File: src/design/htl_pkg.sv
// Shared types and constants for the Huffman tree load and decode block.
package htl_pkg;

  // Input command codes
  localparam logic [1:0] CMD_CONTINUE = 2'd0;
  localparam logic [1:0] CMD_LOAD     = 2'd1;
  localparam logic [1:0] CMD_RESTART  = 2'd2;

  // Default node store depth
  localparam int NODE_COUNT_DEF = 1024;

  // Most symbols per byte, last bit index, symbol bits owed after a leaf flag
  localparam int          MAX_SYMS  = 8;
  localparam logic [2:0]  LAST_BIT  = 3'd7;
  localparam logic [3:0]  SYM_BITS  = 4'd8;
  localparam int          CNT_W     = 4;

  // Queue depths
  localparam int IN_DEPTH   = 2;
  localparam int SYM_DEPTH  = 16;
  localparam int DESC_DEPTH = 2;

  // Classified input item
  typedef struct packed {
    logic       start_load;
    logic       restart;
    logic [7:0] data;
  } in_item_t;

  // Per-byte result descriptor
  typedef struct packed {
    logic [CNT_W-1:0] count;
    logic             ready;
    logic             err;
  } res_desc_t;

  // Core to result queue traffic
  typedef struct packed {
    logic      sym_push;
    logic [7:0] sym;
    logic      desc_push;
    res_desc_t desc;
  } core_out_t;

  typedef enum logic [1:0] {
    PH_IDLE,
    PH_LOAD,
    PH_DECODE
  } phase_t;

  typedef enum logic [1:0] {
    CS_WAIT,
    CS_BITS,
    CS_DONE
  } core_state_t;

endpackage

File: src/design/htl_front.sv
// Input queue: accepts and classifies command/byte transactions.
module htl_front (
  input  logic            clk,
  input  logic            rst,
  input  logic            push,
  output logic            full,
  input  logic [1:0]      command,
  input  logic [7:0]      data_byte,
  output logic            avail,
  output htl_pkg::in_item_t item,
  input  logic            take
);
  import htl_pkg::*;

  localparam int PW = $clog2(IN_DEPTH);

  in_item_t      q_mem [IN_DEPTH];
  logic [PW-1:0] wr_ptr;
  logic [PW-1:0] rd_ptr;
  logic [PW:0]   count;
  logic          do_push;
  logic          do_pop;
  in_item_t      cls;

  assign full    = (count == (PW+1)'(IN_DEPTH));
  assign avail   = (count != '0);
  assign do_push = push && !full;
  assign do_pop  = take && avail;
  assign item    = q_mem[rd_ptr];

  // Classify command; the unused code acts as continue
  always_comb begin
    cls.start_load = (command == CMD_LOAD);
    cls.restart    = (command == CMD_RESTART);
    cls.data       = data_byte;
  end

  // Queue storage
  always_ff @(posedge clk) begin
    if (do_push) q_mem[wr_ptr] <= cls;
  end

  // Pointers and fill count
  always_ff @(posedge clk) begin
    if (rst) begin
      wr_ptr <= '0;
      rd_ptr <= '0;
      count  <= '0;
    end else begin
      if (do_push) wr_ptr <= (wr_ptr == PW'(IN_DEPTH-1)) ? '0 : wr_ptr + 1'b1;
      if (do_pop)  rd_ptr <= (rd_ptr == PW'(IN_DEPTH-1)) ? '0 : rd_ptr + 1'b1;
      if (do_push && !do_pop)      count <= count + 1'b1;
      else if (!do_push && do_pop) count <= count - 1'b1;
    end
  end

endmodule

File: config.mk
export PLATFORM = sky130hd
export DESIGN_NAME = htl_front
export DESIGN_NICKNAME = d
export VERILOG_FILES = /design/src/design/htl_pkg.sv /design/src/design/htl_front.sv
export SDC_FILE = /design/constraint.sdc
export NUM_CORES = 1
export LEC_CHECK = 0
export BUFFER_PORTS_ARGS = -buffer_cell sky130_fd_sc_hd__buf_2
export CORE_ASPECT_RATIO = 0.75
export CORE_MARGIN = 2
export CORE_UTILIZATION = 49
export DETAILED_ROUTE_END_ITERATION = 6
export PLACE_DENSITY = 0.82
export REMOVE_ABC_BUFFERS = 1
export SYNTH_ARGS = -nofsm -noshare
export SYNTH_HDL_FRONTEND = slang
export SYNTH_SLANG_ARGS = --single-unit
File: constraint.sdc
create_clock -name clk -period 1.65 [get_ports clk]
set_input_delay 0.165 -clock clk [delete_from_list [all_inputs] [get_ports clk]]
set_output_delay 0.165 -clock clk [all_outputs]
set_load 0.1 [all_outputs]
=== Yosys cells after proc, flatten, opt, wreduce, memory -nomap -nowiden ===
Memory sizes are Yosys's and may differ from the RTL's. A register that Yosys moved wholly into a read port is not among the register bits.
Cells that the tools add are included.

* Input bits: 14
* Memories kept: 1
* Flip-flop bits (word level): 4
* RAM bits: 20
* Output and inout bits: 12
* Word-level logic and storage cells: 28

{| class="wikitable"
|+ Memory list
! name !! depth !! bits a word !! read ports !! clocked after memory_dff !! write ports !! RTL line !! text
|-
| q_mem || 2 || 10 || 1 || 1 || 1 || htl_front.sv:17 || <nowiki>in_item_t q_mem [IN_DEPTH];</nowiki>
|}

* $add $sub $neg: 4
* Eq/ne operators: 3
* Reduce and logical (&&, ||, !) cells: 9
* Muxes and demuxes: 8

{| class="wikitable"
|+ Operator list
! cell !! count
|-
| two-way mux 1 bit || 6
|-
| equality test 2 bit, second input constant || 2
|-
| logical AND 1 bit || 4
|-
| two-way mux 2 bit || 2
|-
| nonzero test 2 bit || 2
|-
| logical NOT 1 bit || 3
|-
| adder 1 bit, second input constant || 2
|-
| adder 2 x 1 -> 2 bit, second input constant || 1
|-
| equality test 2 x 1 -> 1 bit, second input constant || 1
|-
| subtractor 2 x 1 -> 2 bit, second input constant || 1
|}

=== Depth between registers and ports, before layout ===
Gate-level depths: netlist of run 1.

* Depth in word-level cells: 7
* Depth in mapped cells: 6
* Mapped depth without buffers: 6

=== Least setup slack after synthesis of run 1 ===
No wires, ideal clock.

* Path type: reg2reg
* Start: register count[1]
* End: register count[1]
* Clock period less this slack: 2.222 ns
* Library setup time: 0.070 ns
* Slack: -0.572 ns
* Cell stages (with the launch flop): 6
* Buffers on the path: 0
* Required time: 1.580 ns
* Arrival time: 2.152 ns
* Cell sequence: dfxtp_1 -> nor2b_2 -> nor2_1 -> ha_1 -> or3_1 -> a21oi_1

* Word-level cells in the longest chain between the ends: 6
* Elaborated cells between the ends (all ways): 14
* Classes of those cells: add/sub: 2; eq/ne: 1; mux: 2; reduce/logical: 9

{| class="wikitable"
|+ RTL lines
! element !! RTL line !! text
|-
| from (decl) || htl_front.sv:20 || <nowiki>logic [PW:0] count;</nowiki>
|-
| from (signal assigned) || htl_front.sv:52 || <nowiki>if (do_push && !do_pop) count <= count + 1'b1;</nowiki>
|-
| from (signal assigned) || htl_front.sv:53 || <nowiki>else if (!do_push && do_pop) count <= count - 1'b1;</nowiki>
|-
| equality test 2 bit (*) || htl_front.sv:25 || <nowiki>assign full = (count == (PW+1)'(IN_DEPTH));</nowiki>
|-
| named net full || htl_front.sv:6 || <nowiki>output logic full,</nowiki>
|-
| logical NOT 1 bit (*) || htl_front.sv:27 || <nowiki>assign do_push = push && !full;</nowiki>
|-
| logical AND 1 bit (*) || htl_front.sv:27 ||
|-
| named net do_push || htl_front.sv:21 || <nowiki>logic do_push;</nowiki>
|-
| logical NOT 1 bit || htl_front.sv:53 ||
|-
| logical AND 1 bit || htl_front.sv:53 ||
|-
| nonzero test 2 bit (no source line) || - ||
|}

The timed path passes the listed nets; every way through them passes the cells marked *. The select of a mux whose other input is x is not followed.
A chain may end at the register's enable or synchronous reset.

==> results of run 1 <==
==> cells by family (layout without fill, tap and decap cells) <==
kind of cell,count (synthesis),in the layout,share of synthesized area
DFF,25,25,0.737
and+or+nand+nor,11,11,0.0645
muxes,10,10,0.118
AOI/OAI and AO/OA,5,5,0.0263
xor gates and xnor gates,3,3,0.0276
buffers and inverters,3,31,0.0132
adders and majority gates,1,1,0.0132
==> repair_timing <==
| action | 4_1_cts | 5_1_grt |
|---|---|---|
| gates cloned | 0 | 0 |
| endpoints found under the setup margin | 10 | 11 |
| hold buffers | 0 | 0 |
| pin swaps | 0 | 0 |
| gates resized for setup | 1 | 3 |
==> per-layer routing <==
metal  routed length [um]  vias up
met3                   62        4
met5                    0        -
li1                     -      266
met1                  585      258
met4                   46        0
met2                  695       16
==> synthesized netlist by cell type <==
library cell	n
nor2b_2	1
or2_2	1
nor2b_1	2
buf_2	1
xor2_1	3
mux2_2	10
inv_1	2
dfxtp_1	5
or3_1	2
o21ai_0	3
nor2_1	4
edfxtp_1	20
and2_1	1
a21oi_1	2
ha_1	1
==> flip-flops by register name, summed over array words and instances, names as in the netlist, named ones only <==
signal / count
q_mem: 20
count: 2
rd_ptr: 1
wr_ptr: 1
==> how the worst max path moves through the flow <==
stage	from	endpoint	slack, ns	depth (start not counted)
finish	flip-flop	item[6]	0.1	2
global route	count[1]	count[1]	0.02	6
CTS	flip-flop	item[6]	0.003	2
detailed placement	count[0]	count[1]	0.09	4
global placement	count[0]	count[1]	0.18	4
floorplan	count[1]	count[1]	-0.57	5
==> worst max-delay path, delay by kind of cell, from the launching register on <==
family                 cells  cell delay [ns]
buffers and inverters      1             0.29
muxes                      1             0.35
DFF                        1             0.44
==> final cells by class <==
cell class                      count  area [um2]
Fill cell                         139         638
Clock buffer                        4        26.3
Sequential cell                    25         706
Multi-Input combinational cell     30         243
Inverter                            2        7.51
Tap cell                           22        27.5
Timing Repair Buffer               25         125
==> per-stage QoR <==
stage,TNS [ns],util
after floorplan,-5.88,-
after global placement,0,0.620
after detailed placement,0,0.620
after CTS,0,0.635
after global routing,0,0.640
final,0,0.640
==> flow_summary_export.csv, run 1 <==
group,metric,value,unit
clocking,numCtsBuffers,3,
critical_path,required,1.48,ns
placement,dpl-instance-area,1100,um2
die,die_h,42.2,um
critical_path,start_kind,"flip-flop",
synthesis,ys_types,15,
route,drc,0,
critical_path,r2r-end,"count[1]",
timing,worst_slack,0.0956,ns
finish,nNetsFinal,102,
finish,stdcell_area,1130,um2
synthesis,synth_area,951,um2
critical_path,r2r_slack,0.11,ns
global_route,grtUsageTotal,0.136,
route,via_count,544,
placement,placedCellCount,104,
route,drt_iter0_drc,1,
timing,rsz0062_at_grt,"false",
critical_path,critical_path.slowest_cell,"dfxtp_4",
timing,slew_violations,0,
critical_path,critPathArrivalTime,1.39,ns
clocking,cts_buffer_depth,2,
synthesis,synth_top_cell_by_area,"edfxtp_1",
timing,max_slew.worst_pin.slew,0.497,ns
placement,io_buffers,25,
route,routed_wl,1.39,mm
global_route,grtUsageMet2,0.236,
clocking,cts_root_buffer,"clkbuf_4",
clocking,h-tree-depth,1,
timing,clock_skew,0.00109,ns
clocking,clock-sinks,25,
critical_path,r2r_cells,4,
die,dieArea,2310,um2
global_route,globalRouteOverflowTotal,0,
finish,final_cell_mix,"buf_2, edfxtp_1, mux2_2, nor2_1",
synthesis,ys_ff_latch,25,
timing,hold_viol_final,0,
synthesis,ys_seq_area_frac,0.737,
global_route,busiest_layer,"met2",
timing,holdWs,0.0401,ns
worst_hold_path,min_to,"q_mem[0][6]",
worst_hold_path,hp-start,"data_byte[6]",
critical_path,r2r_start,"count[0]",
global_route,gr-usage-met3,0.0357,
global_route,grt_pass1_wl,2.10,mm
synthesis,yosysWarnings,0,
global_route,grt_pass1_vias,506,
critical_path,critPathKind,"reg2out",
global_route,grt_max_degree,14,
die,fp.dieW,54.9,um
status,outcome,"finished clean",
finish,final_common_cell,"buf_2",
die,fp-row-count,13,
route,dr.pass1.iters,4,
clocking,clkLatencyLatePin,0.30,ns
route,via_per_inst,5.04,
synthesis,post_synth.cell_area_avg,16.4,um2
die,io_pins,26,
worst_hold_path,hold_depth,1,
finish,diodes,0,
finish,drive_gt1_frac,0.488,
route,ant_nets,0,
synthesis,synthTopCellsByArea,"edfxtp_1, mux2_2, dfxtp_1, xor2_1, o21ai_0",
finish,instances_no_fill,108,
route,wl_per_cell,12.9,um
worst_hold_path,hold_class,"in2reg",
clocking,cts_tree,"done",
die,initial_utilization,0.536,
placement,dpl_worst_slack,0.0936,ns
critical_path,worstPathMaxFanout,10,
critical_path,cp_cell_sequence,"mux2_2 > buf_2",
timing,setup_viol,0,
timing,finalCritPeriodShare,0.942,
die,core-area,1770,um2
flow_run,maxCapViolCount,0,
timing,fmaxAchievable,643,MHz
critical_path,end_kind,"output pin",
placement,place_hpwl,1.00,mm
timing,slew_headroom,0.669,
timing,period_minus_slack,1.55,ns
clocking,post-cts-setup-buffer-count,0,
finish,syn2layout_area_growth,19.3,%
critical_path,cpPeakStageDelay,0.44,ns
synthesis,synth_cells,58,
global_route,use_met1,0.128,
placement,gp_congestion,0.819,
synthesis,synth_top_area_frac,0.632,
global_route,antenna_found_initial,0,
clocking,path_clk_slew,0.12,ns
Power of run 1 is left out: the tool's default activity adds up to more than one toggle a clock period on the data nets, which glitch-free logic cannot reach.
==> inputs of run 2 (changes only) <==
==> constraint.sdc (replaced) <==
create_clock -name clk -period 1.65 [get_ports clk]
set_input_delay 0.33 -clock clk [delete_from_list [all_inputs] [get_ports clk]]
set_output_delay 0.33 -clock clk [all_outputs]
set_load 0.1 [all_outputs]
==> run 2 against run 1 <==
Net effect:
- the flow now finishes with violations (negative setup slack)
- global-route usage is 2.1 points higher
- wire length is 18% higher
- setup slack worse by 0.11 ns
- clock skew grew 0.0098 ns
- via count down 1.3%
- critical endpoint is now item[2]
==> flow_summary_export.csv, run 2 (synthesis gave the netlist of run 1 again) <==
group,metric,value,unit
timing,fmaxAchievable,601,MHz
route,ant_nets,0,
clocking,clock-sinks,25,
finish,final_cell_mix,"edfxtp_1, buf_2, mux2_4, buf_12",
finish,final_common_cell,"edfxtp_1",
die,initial_utilization,0.536,
critical_path,critPathKind,"reg2out",
clocking,cts_tree,"done",
clocking,path_clk_slew,0.14,ns
critical_path,required,1.32,ns
route,routed_wl,1.64,mm
clocking,cts_root_buffer,"clkbuf_4",
route,m1WireLength,658,um
timing,finalCritPeriodShare,1.01,
finish,drive_gt1_frac,0.511,
timing,hold_viol_final,0,
timing,period_minus_slack,1.66,ns
route,via_count,537,
critical_path,critPathArrivalTime,1.33,ns
route,drc,0,
critical_path,r2r_slack,0.10,ns
critical_path,end_kind,"output pin",
global_route,globalRouteOverflowTotal,0,
critical_path,worst-path-buf-inv,2,
placement,io_buffers,25,
critical_path,worstPathMaxFanout,7,
die,dieArea,2310,um2
clocking,clkLatencyLatePin,0.32,ns
critical_path,r2r_start,"count[1]",
route,via_per_inst,4.88,
route,drt_iter0_drc,14,
clocking,h-tree-depth,1,
worst_hold_path,hp-start,"data_byte[1]",
critical_path,start_kind,"flip-flop",
global_route,antenna_found_initial,0,
finish,reg.largest.list,"q_mem (20), count (2)",
route,maxUsedRoutingLayer,"met4",
placement,place_hpwl,1.02,mm
worst_hold_path,min_to,"q_mem[0][1]",
global_route,grt_pass1_vias,570,
die,io_pins,26,
clocking,post_cts_resized,33,
die,core-area,1770,um2
placement,dpl_worst_slack,0.115,ns
flow_run,maxCapViolCount,0,
route,dr.pass1.iters,2,
finish,syn2layout_area_growth,42.4,%
clocking,cts_buffer_depth,2,
status,outcome,"complete, but fails checks",
route,dr_wl_met2,885,um
route,wl_per_cell,14.9,um
timing,clock_skew,0.0109,ns
status,violations,"negative setup slack",
critical_path,r2r_cells,5,
die,fp.dieW,54.9,um
global_route,grt_pass1_wl,2.43,mm
critical_path,critical_path.slowest_cell,"dfxtp_2",
finish,top_register,"q_mem",
critical_path,cp_cell_sequence,"buf_8 > mux2_4 > buf_12",
critical_path,cp_top_family,"flip-flops",
clocking,numCtsBuffers,3,
clocking,hold_buffers,0,
worst_hold_path,hold_depth,1,
finish,largest_reg_flops,20,
die,die_h,42.2,um
global_route,grtUsageTotal,0.156,
die,fp-row-count,13,
timing,setup_viol,5,
timing,rsz0062_at_grt,"true",
placement,gp_congestion,0.809,
timing,slew_violations,0,
global_route,grt_max_degree,16,
critical_path,r2r-end,"count[1]",
timing,worst_slack,-0.0128,ns
timing,max_slew.worst_pin.slew,0.489,ns
finish,nNetsFinal,104,
route,wl_met3,64,um
timing,slew_headroom,0.674,
critical_path,cpPeakStageDelay,0.37,ns
clocking,post-cts-setup-buffer-count,0,
finish,diodes,0,
worst_hold_path,hold_class,"in2reg",
[run 2: cell count changes in the layout (fill, tap and decap cells not counted), moves of 2 or more]
| cell | previous run | this run |
|---|---|---|
| buf_2 | 25 | 13 |
| clkinvlp_4 | 0 | 2 |
| buf_4 | 0 | 3 |
| mux2_2 | 10 | 0 |
| mux2_4 | 0 | 10 |
| buf_12 | 0 | 10 |
[run 2: layout make-up]
type | instances | area [um2]
tap | 22 | 27.5
fill | 112 | 419
inverter | 2 | 11.3
timing repair buffer | 27 | 303
multi-input combinational | 30 | 280
clock buffer | 3 | 22.5
clock inverter | 1 | 7.51
sequential | 25 | 702
[run 2: how the worst max path moves through the flow]
stage,endpoint,slack (ns),cells after the start
after floorplan,count[1],-0.57,5
after global placement,count[1],0.17,4
after detailed placement,q_mem[0][1],0.12,3
after CTS,item[0],-0.04,3
after global routing,item[2],-0.07,3
final,item[2],-0.01,3
[run 2: routing by layer]
metal	track usage	vias up
met4	0.105	0
li1	-	271
met1	0.170	250
met5	0	-
met3	0.0143	2
met2	0.276	14
[run 2: through the flow]
stage	TNS (ns)	utilization	instance area (um2)	cells	hold WS, ns
global placement	0	0.628	1110	106	0.466
floorplan	-5.88	-	946	57	0.399
CTS	-0.244	0.707	1250	110	0.186
detailed placement	0	0.628	1110	106	0.501
finish	-0.0245	0.764	1350	110	0.189
global route	-0.542	0.764	1350	110	0.169
[run 2: worst register-to-register path: stages (launching register included)]
cell     delay, ns
dfxtp_1       0.41
nor2b_4       0.20
nor2_1        0.07
ha_1          0.33
or3_1         0.36
a21oi_1       0.13
Power of run 2 is left out for the same reason.
==> inputs of run 3 (changes only) <==
CORE_UTILIZATION = 38   (was 49)
PLACE_DENSITY = 0.68   (was 0.82)
==> run 3 against run 2 <==
Net effect:
- via count grew 2.8%
- register-to-register slack gained 0.04 ns
- final cell count grew 13%
- the flow now finishes without violations
- count of clock-buffer cells in the layout is the same
- sequential share of layout area shrank 0.66 points
- fmax grew 1.4%
- flip-flop and latch count is the same
- global-route usage shrank 3.9 points
- non-clock buffer count grew 2
- wire length shrank 3.3%
- design area grew 1.5%
- critical endpoint is now item[9]
==> flow_summary_export.csv, run 3 (synthesis gave the netlist of run 1 again) <==
group,metric,value,unit
status,outcome,"finished clean",
die,die_h,47.3,um
critical_path,r2r_start,"count[1]",
critical_path,critPathArrivalTime,1.31,ns
placement,dpl-instance-area,1140,um2
critical_path,cp_cell_sequence,"buf_6 > mux2_4 > buf_12",
worst_hold_path,hold_class,"in2reg",
placement,gp_congestion,0.650,
critical_path,cp_top_family,"flip-flops",
clocking,path_clk_slew,0.13,ns
route,drc,0,
timing,fmaxAchievable,610,MHz
clocking,cts_buffer_depth,2,
route,via_count,552,
route,ant_nets,0,
global_route,antenna_found_initial,0,
critical_path,cpPeakStageDelay,0.37,ns
timing,setup_tns,0,ns
critical_path,endpoint,"item[9]",
die,io_pins,26,
clocking,clock-sinks,25,
global_route,globalRouteOverflowTotal,0,
critical_path,critPathKind,"reg2out",
die,initial_utilization,0.409,
route,dr_wl_met2,790,um
die,core-area,2330,um2
clocking,clkLatencyLatePin,0.32,ns
timing,hold_viol_final,0,
route,maxUsedRoutingLayer,"met4",
timing,setup_viol,0,
timing,period_minus_slack,1.64,ns
timing,max_slew.worst_pin.slew,0.280,ns
global_route,grt_max_degree,15,
critical_path,r2r-end,"count[1]",
route,drt_iter0_drc,12,
critical_path,end_kind,"output pin",
global_route,grtUsageTotal,0.118,
critical_path,r2r_cells,5,
critical_path,worst-path-buf-inv,2,
placement,io_buffers,25,
die,fp.dieW,61.8,um
die,fp-row-count,15,
clocking,numCtsBuffers,3,
finish,top_register,"q_mem",
critical_path,required,1.32,ns
placement,place_hpwl,1.06,mm
finish,fillers,190,
route,routed_wl,1.58,mm
clocking,cts_tree,"done",
route,m1WireLength,641,um
finish,final_cell_mix,"edfxtp_1, buf_2, mux2_4, buf_12",
timing,rsz0062_at_grt,"true",
timing,clock_skew,0.0124,ns
critical_path,critical_path.slowest_cell,"dfxtp_2",
clocking,cts_root_buffer,"clkbuf_4",
critical_path,worstPathMaxFanout,5,
critical_path,r2r_slack,0.14,ns
route,via_per_inst,4.45,
flow_run,maxCapViolCount,0,
finish,drive_gt1_frac,0.522,
die,dieArea,2920,um2
critical_path,start_kind,"flip-flop",
global_route,grt_pass1_wl,2.26,mm
timing,slew_violations,0,
finish,reg.largest.list,"q_mem (20), count (2)",
timing,finalCritPeriodShare,0.994,
route,wl_per_cell,12.8,um
global_route,grt_pass1_vias,531,
clocking,post-cts-setup-buffer-count,0,
finish,final_common_cell,"edfxtp_1",
finish,largest_reg_flops,20,
finish,stdcell_area,1370,um2
finish,nNetsFinal,106,
critical_path,crit_cells,3,
route,dr.pass1.iters,4,
finish,diodes,0,
finish,syn2layout_area_growth,44.5,%
clocking,h-tree-depth,1,
timing,slew_headroom,0.815,
route,wl_met3,119,um
## run 3: worst min path at each step
| stage | startpoint | end | slack, ns | cells past startpoint |
|---|---|---|---|---|
| global placement | wr_ptr | wr_ptr | 0.47 | 2 |
| floorplan | rst | count[1] | 0.40 | 1 |
| global route | data_byte[5] | q_mem[1][5] | 0.16 | 1 |
| detailed placement | rd_ptr | rd_ptr | 0.50 | 2 |
| CTS | data_byte[7] | q_mem[1][7] | 0.18 | 1 |
| finish | data_byte[7] | q_mem[0][7] | 0.19 | 1 |
## run 3: timing repair
action | 4_1_cts | 5_1_grt
hold buffers | 0 | 0
gates resized for setup | 28 | 30
endpoints found under the setup margin | 12 | 11
gates cloned | 1 | 0
## run 3: final cells by class
type / count / area (um2) / area share
clock buffer: 3 / 22.5 / 0.0164
clock inverter: 1 / 5.00 / 0.00364
inverter: 2 / 7.51 / 0.00546
multi-input combinational: 30 / 275 / 0.200
sequential: 25 / 703 / 0.512
tap: 34 / 42.5 / 0.0310
timing repair buffer: 29 / 318 / 0.231
## run 3: routing by layer
layer	GRT usage	vias to the layer above
li1	-	276
met1	0.123	253
met2	0.196	19
met3	0.0606	4
met4	0.0638	0
met5	0	-
## run 3: through the flow
step                      cells   util  hold slack (ns)  setup slack, ns
after floorplan              57      -            0.399           -0.572
after global placement      119  0.488            0.466            0.148
after detailed placement    119  0.488            0.499            0.121
after CTS                   124  0.540            0.178          -0.0306
after global routing        124  0.590            0.165          -0.0484
final                       124  0.590            0.188           0.0107
## run 3: worst register-to-register path: stages (launching register included)
cell     delay, ns
dfxtp_2       0.37
nor2b_2       0.19
nor2_1        0.07
ha_1          0.33
or3_1         0.35
a21oi_1       0.13
Power of run 3 is left out for the same reason.
