$ cat config.mk
export PLATFORM = sky130hd
export DESIGN_NAME = htl_back
export DESIGN_NICKNAME = d
export VERILOG_FILES = /design/src/design/htl_pkg.sv /design/src/design/htl_back.sv
export SDC_FILE = /design/constraint.sdc
export NUM_CORES = 1
export LEC_CHECK = 0
export BUFFER_PORTS_ARGS = -buffer_cell sky130_fd_sc_hd__buf_2
export CAP_MARGIN = 25
export CORE_AREA = 3 3 107 109
export DETAILED_ROUTE_END_ITERATION = 10
export DIE_AREA = 0 0 110 112
export GPL_TIMING_DRIVEN = 0
export PLACE_DENSITY_LB_ADDON = 0.25
export SYNTH_ARGS = -nofsm -noshare
export SYNTH_HDL_FRONTEND = slang
export SYNTH_SLANG_ARGS = --single-unit
$ cat constraint.sdc
create_clock -name clk -period 8.9 [get_ports clk]
set_input_delay 0.89 -clock clk [delete_from_list [all_inputs] [get_ports clk]]
set_output_delay 0.89 -clock clk [all_outputs]
set_load 0.01 [all_outputs]
$ cat src/design/htl_pkg.sv
// Shared types and constants for the Huffman tree load and decode block.
package htl_pkg;

  // Input command codes
  localparam logic [1:0] CMD_CONTINUE = 2'd0;
  localparam logic [1:0] CMD_LOAD     = 2'd1;
  localparam logic [1:0] CMD_RESTART  = 2'd2;

  // Default node store depth
  localparam int NODE_COUNT_DEF = 1024;

  // Most symbols per byte, last bit index, symbol bits owed after a leaf flag
  localparam int          MAX_SYMS  = 8;
  localparam logic [2:0]  LAST_BIT  = 3'd7;
  localparam logic [3:0]  SYM_BITS  = 4'd8;
  localparam int          CNT_W     = 4;

  // Queue depths
  localparam int IN_DEPTH   = 2;
  localparam int SYM_DEPTH  = 16;
  localparam int DESC_DEPTH = 2;

  // Classified input item
  typedef struct packed {
    logic       start_load;
    logic       restart;
    logic [7:0] data;
  } in_item_t;

  // Per-byte result descriptor
  typedef struct packed {
    logic [CNT_W-1:0] count;
    logic             ready;
    logic             err;
  } res_desc_t;

  // Core to result queue traffic
  typedef struct packed {
    logic      sym_push;
    logic [7:0] sym;
    logic      desc_push;
    res_desc_t desc;
  } core_out_t;

  typedef enum logic [1:0] {
    PH_IDLE,
    PH_LOAD,
    PH_DECODE
  } phase_t;

  typedef enum logic [1:0] {
    CS_WAIT,
    CS_BITS,
    CS_DONE
  } core_state_t;

endpackage

$ cat src/design/htl_back.sv
// Result queue: symbol FIFO plus per-byte descriptors, drained by pop.
module htl_back (
  input  logic              clk,
  input  logic              rst,
  input  htl_pkg::core_out_t co,
  output logic              room,
  output logic              empty,
  input  logic              pop,
  output logic [7:0]        symbol,
  output logic              symbol_valid,
  output logic              last,
  output logic              tree_ready,
  output logic              tree_error
);
  import htl_pkg::*;

  localparam int SPW = $clog2(SYM_DEPTH);
  localparam int DPW = $clog2(DESC_DEPTH);

  logic [7:0]       sym_mem [SYM_DEPTH];
  logic [SPW-1:0]   s_wr;
  logic [SPW-1:0]   s_rd;
  logic [SPW:0]     s_count;
  res_desc_t        desc_mem [DESC_DEPTH];
  logic [DPW-1:0]   d_wr;
  logic [DPW-1:0]   d_rd;
  logic [DPW:0]     d_count;
  logic [CNT_W-1:0] idx;
  res_desc_t        head;
  logic             head_last;
  logic             do_pop;
  logic             sym_pop;
  logic             desc_pop;

  // Room for a whole byte's worth of results
  assign room = (s_count <= (SPW+1)'(SYM_DEPTH - MAX_SYMS)) &&
                (d_count != (DPW+1)'(DESC_DEPTH));

  // Head of queue and pop decode
  assign head      = desc_mem[d_rd];
  assign empty     = (d_count == '0);
  assign head_last = (head.count == '0) || (idx == head.count - 1'b1);
  assign do_pop    = pop && !empty;
  assign sym_pop   = do_pop && (head.count != '0);
  assign desc_pop  = do_pop && head_last;

  // Result ports
  assign symbol       = (head.count == '0) ? 8'd0 : sym_mem[s_rd];
  assign symbol_valid = (head.count != '0);
  assign last         = head_last;
  assign tree_ready   = head.ready;
  assign tree_error   = head.err;

  // Storage
  always_ff @(posedge clk) begin
    if (co.sym_push)  sym_mem[s_wr]  <= co.sym;
    if (co.desc_push) desc_mem[d_wr] <= co.desc;
  end

  // Pointers, counts and drain index
  always_ff @(posedge clk) begin
    if (rst) begin
      s_wr    <= '0;
      s_rd    <= '0;
      s_count <= '0;
      d_wr    <= '0;
      d_rd    <= '0;
      d_count <= '0;
      idx     <= '0;
    end else begin
      if (co.sym_push) s_wr <= (s_wr == SPW'(SYM_DEPTH-1)) ? '0 : s_wr + 1'b1;
      if (sym_pop)     s_rd <= (s_rd == SPW'(SYM_DEPTH-1)) ? '0 : s_rd + 1'b1;
      if (co.sym_push && !sym_pop)      s_count <= s_count + 1'b1;
      else if (!co.sym_push && sym_pop) s_count <= s_count - 1'b1;

      if (co.desc_push) d_wr <= (d_wr == DPW'(DESC_DEPTH-1)) ? '0 : d_wr + 1'b1;
      if (desc_pop)     d_rd <= (d_rd == DPW'(DESC_DEPTH-1)) ? '0 : d_rd + 1'b1;
      if (co.desc_push && !desc_pop)      d_count <= d_count + 1'b1;
      else if (!co.desc_push && desc_pop) d_count <= d_count - 1'b1;

      if (desc_pop)    idx <= '0;
      else if (do_pop) idx <= idx + 1'b1;
    end
  end

endmodule

# ---- After elaboration in Yosys (flattened, before gate mapping)
# Memories as Yosys holds them, arrays and structs flattened. A register that Yosys moved wholly into a read port is not among the register bits.
# Cells that the tools add are included.
dict set report totals {
  reg_bits 21
  latch_bits 0
  mem_bits_rw 140
  romBits 0
  out_inout_bits 14
  wordCells 61
  mem_count 2
}
dict set report classes {
  addsub 10
  multipliers 0
  n_div 0
  magnitude_cmp 1
  eq_ne 4
  shift 0
  muxes 17
  bitwise_logic 0
  reduce_logical 20
}
# name depth width read_ports rd_clocked_by_memory_dff wr line
set mem_list {}
lappend mem_list {sym_mem 16 8 1 1 1 htl_back.sv:20} ;# logic [7:0] sym_mem [SYM_DEPTH];
lappend mem_list {desc_mem 2 6 1 1 1 htl_back.sv:24} ;# res_desc_t desc_mem [DESC_DEPTH];
# cell count
set ops {}
lappend ops {{4-bit two-way mux} 4}
lappend ops {{4-bit by 1-bit adder with 4-bit output, second input constant} 3}
lappend ops {{5-bit two-way mux} 2}
lappend ops {{4-bit equality test, second input constant} 2}
lappend ops {{1-bit logical AND} 8}
lappend ops {{1-bit two-way mux} 8}
lappend ops {{8-bit two-way mux} 1}
lappend ops {{5-bit by 1-bit adder with 5-bit output, second input constant} 1}
lappend ops {{5-bit by 4-bit less-or-equal comparator with 1-bit output, second input constant} 1}
lappend ops {{1-bit zero test} 5}
lappend ops {{5-bit by 1-bit subtractor with 5-bit output, second input constant} 1}
lappend ops {{4-bit equality test} 1}
lappend ops {{4-bit zero test} 1}
lappend ops {{2-bit two-way mux} 2}
lappend ops {{2-bit nonzero test} 2}
lappend ops {{4-bit nonzero test} 1}
lappend ops {{4-bit by 1-bit subtractor with 4-bit output, second input constant} 1}
lappend ops {{1-bit adder, second input constant} 2}
lappend ops {{2-bit by 1-bit adder with 2-bit output, second input constant} 1}
lappend ops {{2-bit zero test} 1}
lappend ops {{2-bit != test, second input constant} 1}
lappend ops {{2-bit OR reduction} 1}
lappend ops {{2-bit by 1-bit subtractor with 2-bit output, second input constant} 1}
lappend ops {{1-bit logical OR} 1}

# ---- Longest topological paths before layout
# Gate-level depths: netlist of the first run.
dict set report depth {
  depth_word 7
  mapped_depth 15
  mapped_depth_nobuf 14
}

# ---- Worst setup path before layout of the first run
# No wires, ideal clock.
dict set report synth_timing {
  kind {register to register}
  from {register (tool-made name)}
  to {register s_count[4]}
  setup_ns 0.128
  t_arrival_ns 2.750
  t_required_ns 8.772
  slack_ns 6.022
  path_stages_with_launch 16
  n_path_buf 1
  period_less_slack_ns 2.878
  cell_sequence {dfxtp_1 buf_6 mux2i_1 ha_1 o21a_1 nor2_1 inv_1 ha_1 inv_1 ha_1 nor2b_1 o21a_1 or3_1 a21oi_1 xnor2_1 nor2_1}
}
# element line
set synth_rtl {}
lappend synth_rtl {{to (signal assigned)} htl_back.sv:73} ;# if (co.sym_push && !sym_pop) s_count <= s_count + 1'b1;
lappend synth_rtl {{to (signal assigned)} htl_back.sv:74} ;# else if (!co.sym_push && sym_pop) s_count <= s_count - 1'b1;
lappend synth_rtl {{to (decl)} htl_back.sv:23} ;# logic [SPW:0] s_count;

==> results by group, run 1 <==
Detailed routing
  • Via count: 3470
  • Final ANT Viol Nets: 0
  • Uppermost layer routed: met4
  • DRC: 0
  • Initial DRT Pass Iterations: 5
  • Met2 Routed Length: 6480 um
  • Iteration-0 DRC Markers: 358
  • Met3 Wirelength: 838 um
  • Via-to-Cell Ratio: 5.92
  • Wire length per cell: 21.5 um
  • Met1 wire length: 5190 um
  • Post-Route WL: 12600 um

Worst setup path
  • Crit path capture type: primary output
  • Crit-path max FO: 10
  • Crit path DAT: 2.77 ns
  • R2R cell count: 15
  • CP required: 8.01 ns
  • Critical Path Start Type: flip-flop
  • CP Class: reg -> out

Pwr
  • Total power: 1720 uW
  • VDD IR-drop max: 0.141 mV
  • Pwr Density: 225 nW/um^2
  • Leakage: 0.00256 uW

Place
  • Gp weighted congestion: 0.811
  • Port Buf Inserts: 32
  • Worst slack, placed: 5.59 ns
  • Post-DP Area: 7110 um^2
  • Hpwl dp: 8340 um

Worst hold path
  • Hold/Removal Path Class: reg -> reg
  • Worst Hold Path Cells: 2

Timing
  • Period utilization: 0.411
  • Slew headroom: 0.558
  • Clock Skew: 0.0103 ns
  • Final worst setup slack: 5.24 ns
  • Slew @ Worst Pin: 0.663 ns
  • # setup viols final: 0
  • Fin crit period: 3.66 ns
  • F_max: 273 MHz
  • Endpoints failing hold: 0
  • Unrepaired setup endpoints after global routing: no
  • Final Max Slew Viols: 0
  • Hold WS: 0.518 ns
  • Setup_tns: 0 ns

GRT
  • Total GRT Usage: 0.227
  • Congestion Overflow GR: 0
  • Initial antenna violation count: 0
  • Largest net degree at the start of global routing: 17
  • Vias in the first global route: 3587
  • First-pass GRT wire length: 19900 um

Logic synthesis
  • Largest family of logic cells by synthesized area: multiplexers
  • Post-Synthesis Cells: 382
  • Adder-Cell Fraction of Synth Area: 0.0251
  • Xor and xnor area share after synthesis: 0.0155
  • Synth Area in Compound Gates: 0.0333
  • EDFF count, synth: 140
  • Synthesized flop and latch total: 166
  • Multiplexer share of the synthesized area: 0.144
  • Largest cells by area after synthesis: edfxtp_1 (62%), mux4_2 (13%), dfxtp_1 (7.7%)
  • Synthesized area: 6770 um^2
  • Yosys top cell by area: edfxtp_1
  • Mean Syn Cell Area: 17.7 um^2
  • Top FF cell, synth: edfxtp_1
  • Synth cell count leaders: edfxtp_1 (140), mux4_2 (40), and2_1 (26), dfxtp_1 (26), nor2_1 (19)
  • FFs w/ async S/R, synth: 0
  • Synth cell types: 39
  • Synthesis Warnings: 0
  • Post-synthesis simple-gate area fraction: 0.0661
  • Top cell type's share of synthesized area: 0.621
  • Mapped Nets: 414
  • Seq/Total Area, Yosys: 0.698
  • Most frequent cell after synthesis: edfxtp_1

Status
  • Status: complete, no violations

Cells and area
  • Area Growth Syn to Fin: 13.0%
  • Share of layout cells above drive strength 1: 0.258
  • # fillers: 685
  • # diodes: 0
  • Area of the multi-input gates: 1920 um^2
  • Design area: 7650 um^2
  • Register Area: 4720 um^2
  • Final Net Count: 465

Clock tree
  • Htree depth: 4
  • # resized after CTS: 0
  • Clock buffer count from CTS: 17
  • CTS sink cnt: 166
  • Root Driver: clkbuf_8
  • TritonCTS clock tree: done
  • Setup Buffers After CTS: 0
  • Clk_lat worst skew: 0.52 ns
  • Hold Buf Count CTS: 0
  • CTS Buffer Depth: 2
  • CTS clock-pin slew for the worst setup and hold paths: 0.06 ns

Floorplanning
  • Cell row count: 38
  • Die height: 112 um
  • Die Width: 110 um
  • Core area: 10700 um^2
  • Initial core utilization: 0.633
  • Die area: 12300 um^2
  • Io pins: 33

Flow run
  • Max-Cap Viols: 0
report_power, final:
part           internal [uW]  switching [uW]  total, uW  leakage (uW)
registers                864            14.2        878       0.00148
clock network            371             292        663      0.000254
logic                   85.7            94.5        180      0.000821
sequential cells by signal, indices dropped and copies added (netlist names), named ones only:
| signal | flops |
|---|---|
| idx | 4 |
| d_count | 2 |
| s_count | 5 |
| desc_mem | 12 |
| d_wr | 1 |
| sym_mem | 128 |
| d_rd | 1 |
| s_rd | 4 |
| s_wr | 4 |
cells by family after synthesis:
group | Yosys count
buffers and inverters | 25
adders and majority gates | 13
AOI/OAI and AO/OA | 35
xor gates and xnor gates | 12
and+or+nand+nor | 84
muxes | 47
DFF | 166
layer usage:
layer	track usage	vias to the layer above
met5	0	-
met4	0.0557	0
met3	0.0661	6
met2	0.358	126
met1	0.317	1746
li1	-	1592
critical path, cell delays in order, from the launching register on:
cell	delay [ns]
dfxtp_1	0.48
clkbuf_1	0.56
mux4_2	0.43
mux4_2	0.48
and2_1	0.18
buf_2	0.14
area by class of cell:
cell class / count / share of cell area
buffer: 16 / 0.0119
multi-input combinational: 191 / 0.251
clock buffer: 17 / 0.0541
sequential: 166 / 0.617
tap: 140 / 0.0229
timing repair buffer: 32 / 0.0209
inverter: 9 / 0.00442
clock inverter: 15 / 0.0170
per-stage QoR:
stage / instances / utilization
3_3_place_gp: 554 / 0.664
4_1_cts: 586 / 0.715
5_1_grt: 586 / 0.715
3_5_place_dp: 554 / 0.664
6_report: 586 / 0.715
2_1_floorplan: 382 / -
layout by cell type (no fill, tap or decap), types with 3 or more instances in the layout:
master / Yosys / layout
buf_2: 1 / 33
inv_1: 9 / 9
nor3_1: 4 / 4
nand2_1: 13 / 13
and2_1: 26 / 26
or3_1: 5 / 5
mux4_2: 40 / 40
clkinv_2: 0 / 3
buf_6: 4 / 4
ha_1: 12 / 12
nor3b_1: 3 / 3
mux2i_1: 5 / 5
o21ai_0: 6 / 6
xnor2_1: 4 / 4
clkbuf_1: 7 / 7
inv_6: 0 / 3
nand3_1: 4 / 4
clkinvlp_4: 0 / 5
edfxtp_1: 140 / 140
buf_1: 4 / 4
a21oi_1: 16 / 16
nor2b_1: 4 / 4
clkbuf_16: 0 / 16
dfxtp_1: 26 / 26
nor2_1: 19 / 19
xor2_1: 8 / 8
worst paths after layout:
| path | startpoint | endpoint | slack [ns] |
|---|---|---|---|
| worst max-delay path | flip-flop | symbol[2] | 5.24 |
| worst min-delay path | s_count[4] | s_count[4] | 0.52 |
| worst max register to register | flip-flop | s_count[4] | 5.59 |
| worst min register to register | s_count[4] | s_count[4] | 0.52 |
No activity file was read; power rests on OpenSTA's default activity.
==> inputs of run 2 (changes only) <==
Settings changed: ABC_AREA set to 1, CORE_AREA 3 3 107 109 to 3 3 111 113, DIE_AREA 0 0 110 112 to 0 0 114 116.
Clock period 8.9 ns to 3.59 ns, I/O delays scaled along.
==> run 2 against run 1 <==
Clock skew fell by 0.0045 ns. Count of clock-buffer cells in the layout did not move. Non-clock buffer count rose by 10. Final cell count rose by 36%. Area after synthesis rose by 2.7%. Via count rose by 38%. Cell area rose by 2.9%.
==> results by group, run 2 <==
Status
  • Status: complete, no violations

Clock tree
  • # resized after CTS: 0 (unchanged)
  • CTS Buffer Depth: 2 (unchanged)
  • Hold Buf Count CTS: 0 (unchanged)
  • Setup Buffers After CTS: 0 (unchanged)
  • Root Driver: clkbuf_16
  • Htree depth: 4 (unchanged)
  • CTS sink cnt: 166 (unchanged)
  • CTS clock-pin slew for the worst setup and hold paths: 0.06 ns (about the same)
  • Clock buffer count from CTS: 17 (unchanged)
  • TritonCTS clock tree: done
  • Clk_lat worst skew: 0.43 ns (-0.09 ns)

Cells and area
  • Share of layout cells above drive strength 1: 0.160 (-0.0978)
  • Area Growth Syn to Fin: 13.2%
  • Final non-filler cell total: 799 (+36%)
  • Top Registers: sym_mem: 128 flops, desc_mem: 12 flops, s_count: 5 flops
  • Largest Register: sym_mem
  • Most frequent cells in the layout: edfxtp_1 (140), nor2_1 (108), o21ai_0 (78), buf_2 (46), nand2_1 (43)
  • Max reg flops: 128 (unchanged)
  • Design area: 7880 um^2 (+2.9%)
  • Final Net Count: 675 (+45%)
  • Commonest non-fill, non-tap cell in the layout: edfxtp_1
  • Final core utilization: 0.690 (-0.0255)
  • # diodes: 0 (unchanged)

Timing
  • Period utilization: 0.850
  • # setup viols final: 0 (unchanged)
  • F_max: 328 MHz
  • Final worst setup slack: 0.540 ns (-4.70 ns)
  • Fin crit period: 3.05 ns
  • Unrepaired setup endpoints after global routing: no
  • Setup_tns: 0 ns (unchanged)
  • Clock Skew: 0.00584 ns (-0.00449 ns)
  • Final Max Slew Viols: 0 (unchanged)
  • Slew headroom: 0.351 (-0.207)
  • Endpoints failing hold: 0 (unchanged)
  • Slew @ Worst Pin: 0.970 ns (+0.306 ns)

Flow run
  • Max-Cap Viols: 0 (unchanged)

Logic synthesis
  • Xor and xnor area share after synthesis: 0.00881 (-0.00671)
  • Post-synthesis simple-gate area fraction: 0.125 (+0.0587)
  • Multiplexer share of the synthesized area: 0.00144 (-0.142)
  • Most frequent cell after synthesis: edfxtp_1
  • Top FF cell, synth: edfxtp_1
  • Yosys top cell by area: edfxtp_1
  • Synth cell types: 38 (-2.6%)
  • Largest cells by area after synthesis: edfxtp_1 (60%), dfxtp_1 (7.5%), nor2_1 (5.8%)
  • Synthesized flop and latch total: 166 (unchanged)
  • Adder-Cell Fraction of Synth Area: 0.0245 (-0.000669)
  • Largest family of logic cells by synthesized area: simple AND/OR/NAND/NOR gates
  • Synthesized area: 6960 um^2 (+2.7%)
  • Seq/Total Area, Yosys: 0.679 (-0.0186)
  • Synthesis Warnings: 0 (unchanged)
  • Top cell type's share of synthesized area: 0.604 (-0.0165)
  • EDFF count, synth: 140 (unchanged)
  • Synth Area in Compound Gates: 0.118 (+0.0844)
  • Post-Synthesis Cells: 591 (+55%)
  • Synth cell count leaders: edfxtp_1 (140), nor2_1 (108), o21ai_0 (78)
  • Mean Syn Cell Area: 11.8 um^2 (-34%)
  • FFs w/ async S/R, synth: 0 (unchanged)
  • Mapped Nets: 623 (+50%)

Worst setup path
  • CP Class: reg -> reg
  • Crit path capture type: flip-flop
  • Critical Path Start Type: flip-flop
  • Crit path DAT: 3.37 ns (+0.60 ns)
  • CP required: 3.91 ns (-4.10 ns)
  • Crit-path max FO: 10 (unchanged)

Floorplanning
  • Die area: 13200 um^2 (+7.3%)
  • Initial core utilization: 0.609 (-0.0237)
  • Cell row count: 39 (+2.6%)
  • Core area: 11400 um^2 (+6.7%)
  • Io pins: 33 (unchanged)
  • Die height: 116 um (+3.6%)
  • Die Width: 114 um (+3.6%)

GRT
  • Initial antenna violation count: 0 (unchanged)
  • First-pass GRT wire length: 24000 um (+20%)
  • Congestion Overflow GR: 0 (unchanged)
  • Largest net degree at the start of global routing: 17 (unchanged)
  • Total GRT Usage: 0.249 (+0.0220)
  • Vias in the first global route: 4646 (+30%)

Detailed routing
  • Post-Route WL: 15600 um (+23%)
  • Via-to-Cell Ratio: 5.99 (+1.2%)
  • Wire length per cell: 19.5 um (-9.5%)
  • Via count: 4790 (+38%)
  • DRC: 0 (unchanged)
  • Final ANT Viol Nets: 0 (unchanged)
  • Iteration-0 DRC Markers: 510 (+42%)
  • Initial DRT Pass Iterations: 6 (+1)

Place
  • Post-DP Area: 7300 um^2 (+2.7%)
  • Port Buf Inserts: 32 (unchanged)
  • Gp weighted congestion: 0.967 (+19%)
  • Cells after DPL: 767 (+38%)
  • Hpwl dp: 10500 um (+25%)
  • Worst slack, placed: 0.581 ns (-5.01 ns)

Worst hold path
  • Hold/Removal Path Class: in -> reg

Pwr
  • Leakage: 0.00286 uW (+12%)
  • Pwr Density: 567 nW/um^2 (+150%)
  • VDD IR-drop max: 0.449 mV (+220%)
run 2: changes by cell type after synthesis, moves of 6 or more:
cell / delta
and2_1: -26
buf_2: +12
inv_1: +32
mux4_2: -40
nand2_1: +30
nand2_4: +6
nand3_1: +17
nor2_1: +89
o21ai_0: +72
o221ai_1: +20
o22ai_1: +12
run 2: cell type report:
type	instances	area, um^2
flip-flops and latches	166	4720
fillers	796	3540
multi-input cells	356	1930
clock buffers	17	425
well taps	143	179
inverters	44	173
repair buffers	33	165
clock inverters	15	149
plain buffers	25	131
run 2: worst paths after layout:
kind         startpoint             end  slack, ns  depth (start not counted)
max           flip-flop      s_count[4]       0.54                         19
min               co[4]  desc_mem[0][4]       0.12                          1
max reg2reg   flip-flop      s_count[4]       0.54                         19
min reg2reg  s_count[4]      s_count[4]       0.48                          2
run 2: logic make-up (layout without fill, tap and decap cells):
group | after synthesis | after routing
flip-flops | 166 | 166
adder cells (fa/ha/maj) | 13 | 13
AND/OR/NAND/NOR | 194 | 194
multiplexers | 1 | 1
AO/OA/AOI/OAI | 141 | 141
XOR/XNOR | 7 | 7
buffers and inverters | 69 | 134
run 2: power by group:
| part | leakage (uW) | switching (uW) | internal, uW |
|---|---|---|---|
| registers | 0.00148 | 32.0 | 2140 |
| logic | 0.00110 | 371 | 186 |
| clock network | 0.000277 | 763 | 971 |
run 2: metrics by stage:
| step | power [uW] | hold slack (ns) |
|---|---|---|
| global placement | 2730 | 0.449 |
| floorplan | 2560 | 0.431 |
| detailed placement | 2760 | 0.465 |
| CTS | 4480 | 0.0976 |
| finish | 4460 | 0.118 |
| global route | 4640 | 0.102 |
run 2: critical path, cell delays in order, from the launching register on:
cell	delay [ns]
dfxtp_1	0.32
buf_6	0.15
nand2_1	0.09
o21ai_2	0.10
ha_1	0.24
nand3_4	0.12
nor2_8	0.22
nor2_4	0.08
inv_1	0.11
ha_1	0.25
inv_1	0.11
ha_1	0.35
nand2_1	0.09
nand2_1	0.05
a21oi_1	0.18
nor2_1	0.08
nor2_1	0.10
nand2_1	0.07
o21ai_0	0.16
a21oi_1	0.05
run 2: metal layers:
metal / GRT usage / wire, um / vias up
li1: - / - / 2223
met1: 0.301 / 6120 / 2288
met2: 0.417 / 7730 / 236
met3: 0.0674 / 1180 / 43
met4: 0.123 / 538 / 0
met5: 0 / 0 / -
==> inputs of run 3 (changes only) <==
Clock period 3.59 ns to 3.11 ns, I/O delays scaled along.
==> run 3 against run 2 <==
Non-clock buffer count rose by 2. Setup slack lost 0.32 ns. Critical path depth unchanged. Cell area increased by 0.25%. Clock power increased by 16%. Via count increased by 0.79%. Core utilization up 0.18 points. Largest power group unchanged.
==> results by group, run 3 (same netlist as run 2, synthesis figures left out) <==
Cells and area
  • Max reg flops: 128 (unchanged)
  • Top Registers: sym_mem: 128 flops, desc_mem: 12 flops, s_count: 5 flops
  • Largest Register: sym_mem
  • # diodes: 0 (unchanged)
  • Final core utilization: 0.691 (+0.00175)
  • Area Growth Syn to Fin: 13.5%
  • Commonest non-fill, non-tap cell in the layout: edfxtp_1
  • Most frequent cells in the layout: edfxtp_1 (140), nor2_1 (108), o21ai_0 (77), buf_2 (46), nand2_1 (43)
  • # fillers: 796 (unchanged)
  • Final Net Count: 677 (+0.30%)
  • Share of layout cells above drive strength 1: 0.166 (+0.00559)

Floorplanning
  • Die area: 13200 um^2 (unchanged)
  • Die height: 116 um (unchanged)
  • Initial core utilization: 0.609 (unchanged)
  • Io pins: 33 (unchanged)
  • Core area: 11400 um^2 (unchanged)
  • Cell row count: 39 (unchanged)
  • Die Width: 114 um (unchanged)

GRT
  • First-pass GRT wire length: 24000 um (unchanged)
  • Vias in the first global route: 4646 (unchanged)
  • Total GRT Usage: 0.249 (unchanged)
  • Congestion Overflow GR: 0 (unchanged)
  • Initial antenna violation count: 0 (unchanged)
  • Largest net degree at the start of global routing: 17 (unchanged)

Timing
  • Endpoints failing hold: 0 (unchanged)
  • Clock Skew: 0.00639 ns (+0.000545 ns)
  • Slew headroom: 0.370 (+0.0184)
  • F_max: 346 MHz (+5.6%)
  • # setup viols final: 0 (unchanged)
  • Slew @ Worst Pin: 0.942 ns (-0.0276 ns)
  • Period utilization: 0.928 (+0.0788)
  • Setup_tns: 0 ns (unchanged)
  • Final Max Slew Viols: 0 (unchanged)
  • Final worst setup slack: 0.223 ns (-0.317 ns)
  • Fin crit period: 2.89 ns (-0.163 ns)

Clock tree
  • CTS clock-pin slew for the worst setup and hold paths: 0.06 ns (about the same)
  • CTS Buffer Depth: 2 (unchanged)
  • Hold Buf Count CTS: 0 (unchanged)
  • Root Driver: clkbuf_16
  • Htree depth: 4 (unchanged)
  • Clock buffer count from CTS: 17 (unchanged)
  • Clk_lat worst skew: 0.43 ns (about the same)
  • TritonCTS clock tree: done
  • CTS sink cnt: 166 (unchanged)

Pwr
  • Pwr Density: 653 nW/um^2 (+15%)
  • Leakage: 0.00287 uW (+0.25%)
  • VDD IR-drop max: 0.518 mV (+15%)

Worst setup path
  • Crit-path max FO: 10 (unchanged)
  • CP Class: reg -> reg
  • Critical Path Start Type: flip-flop
  • Crit path capture type: flip-flop
  • Crit path DAT: 3.21 ns (-0.16 ns)
  • CP required: 3.43 ns (-0.48 ns)

Worst hold path
  • Hold/Removal Path Class: in -> reg

Place
  • Port Buf Inserts: 32 (unchanged)
  • Hpwl dp: 10500 um (unchanged)
  • Gp weighted congestion: 0.967 (unchanged)
  • Worst slack, placed: 0.101 ns (-0.480 ns)

Detailed routing
  • Post-Route WL: 15700 um (+0.84%)
  • Via-to-Cell Ratio: 6.03 (+0.54%)
  • DRC: 0 (unchanged)
  • Initial DRT Pass Iterations: 5 (-1)
  • Wire length per cell: 19.6 um (+0.59%)
  • Via count: 4828 (+0.79%)
  • Iteration-0 DRC Markers: 515 (+0.98%)
  • Final ANT Viol Nets: 0 (unchanged)

Status
  • Status: complete, no violations

Flow run
  • Max-Cap Viols: 0 (unchanged)
==> run 3: cell types whose count changed in the layout (fill, tap and decap cells not counted) <==
cell     previous run  this run
ha_2                0         2
o21ai_1             3         4
o21ai_0            78        77
buf_4               1         3
ha_1               12        10
==> run 3: layout make-up <==
class / instances / area, um^2 / area share
clock inverter: 15 / 149 / 0.0189
multi-input combinational: 356 / 1930 / 0.245
timing repair buffer: 35 / 180 / 0.0228
inverter: 44 / 173 / 0.0219
tap: 143 / 179 / 0.0227
buffer: 25 / 131 / 0.0166
sequential: 166 / 4720 / 0.598
clock buffer: 17 / 425 / 0.0539
==> run 3: where the power goes <==
part / internal, uW / switching (uW) / total, uW
Sequential: 2470 / 37.1 / 2510
Combinational: 217 / 431 / 648
Clock: 1120 / 878 / 2000
==> run 3: repair_timing <==
action	CTS	global route
buffers inserted	0	2
resized for setup	0	3
endpoints found under the setup margin	0	2
==> run 3: layer usage <==
layer | global-route usage | wire length, um | vias up | part of all wire
li1 | - | - | 2226 | -
met1 | 0.301 | 6130 | 2288 | 0.39
met2 | 0.417 | 7740 | 265 | 0.49
met3 | 0.0674 | 1200 | 49 | 0.077
met4 | 0.123 | 627 | 0 | 0.040
met5 | 0 | 0 | - | 0
==> run 3: worst max-delay path, stage by stage, from the launching register on <==
cell and delay [ns]:
dfxtp_1 0.32, buf_6 0.15, nand2_1 0.09, o21ai_2 0.10
ha_2 0.24, nand3_4 0.11, nor2_8 0.16, nor2_4 0.06
inv_1 0.11, ha_2 0.23, inv_1 0.09, ha_1 0.34
nand2_1 0.09, nand2_1 0.05, a21oi_1 0.18, nor2_1 0.08
nor2_1 0.10, nand2_1 0.08, o21ai_1 0.13, a21oi_1 0.05
==> run 3: final timing paths <==
kind	start	to	slack (ns)	depth (start not counted)
worst max-delay path	flip-flop	s_count[4]	0.22	19
worst min-delay path	co[4]	desc_mem[0][4]	0.07	1
worst max register to register	flip-flop	s_count[4]	0.22	19
worst min register to register	s_count[4]	s_count[4]	0.48	2
==> run 3: through the flow <==
step                      hold slack (ns)  std cells  power [uW]  area, um^2
after floorplan                     0.383        591        2960        6960
after global placement              0.449        766        3160        7300
after detailed placement            0.465        767        3190        7300
after CTS                          0.0496        799        5180        7880
after global routing               0.0538        801        5360        7900
final                              0.0698        801        5160        7900
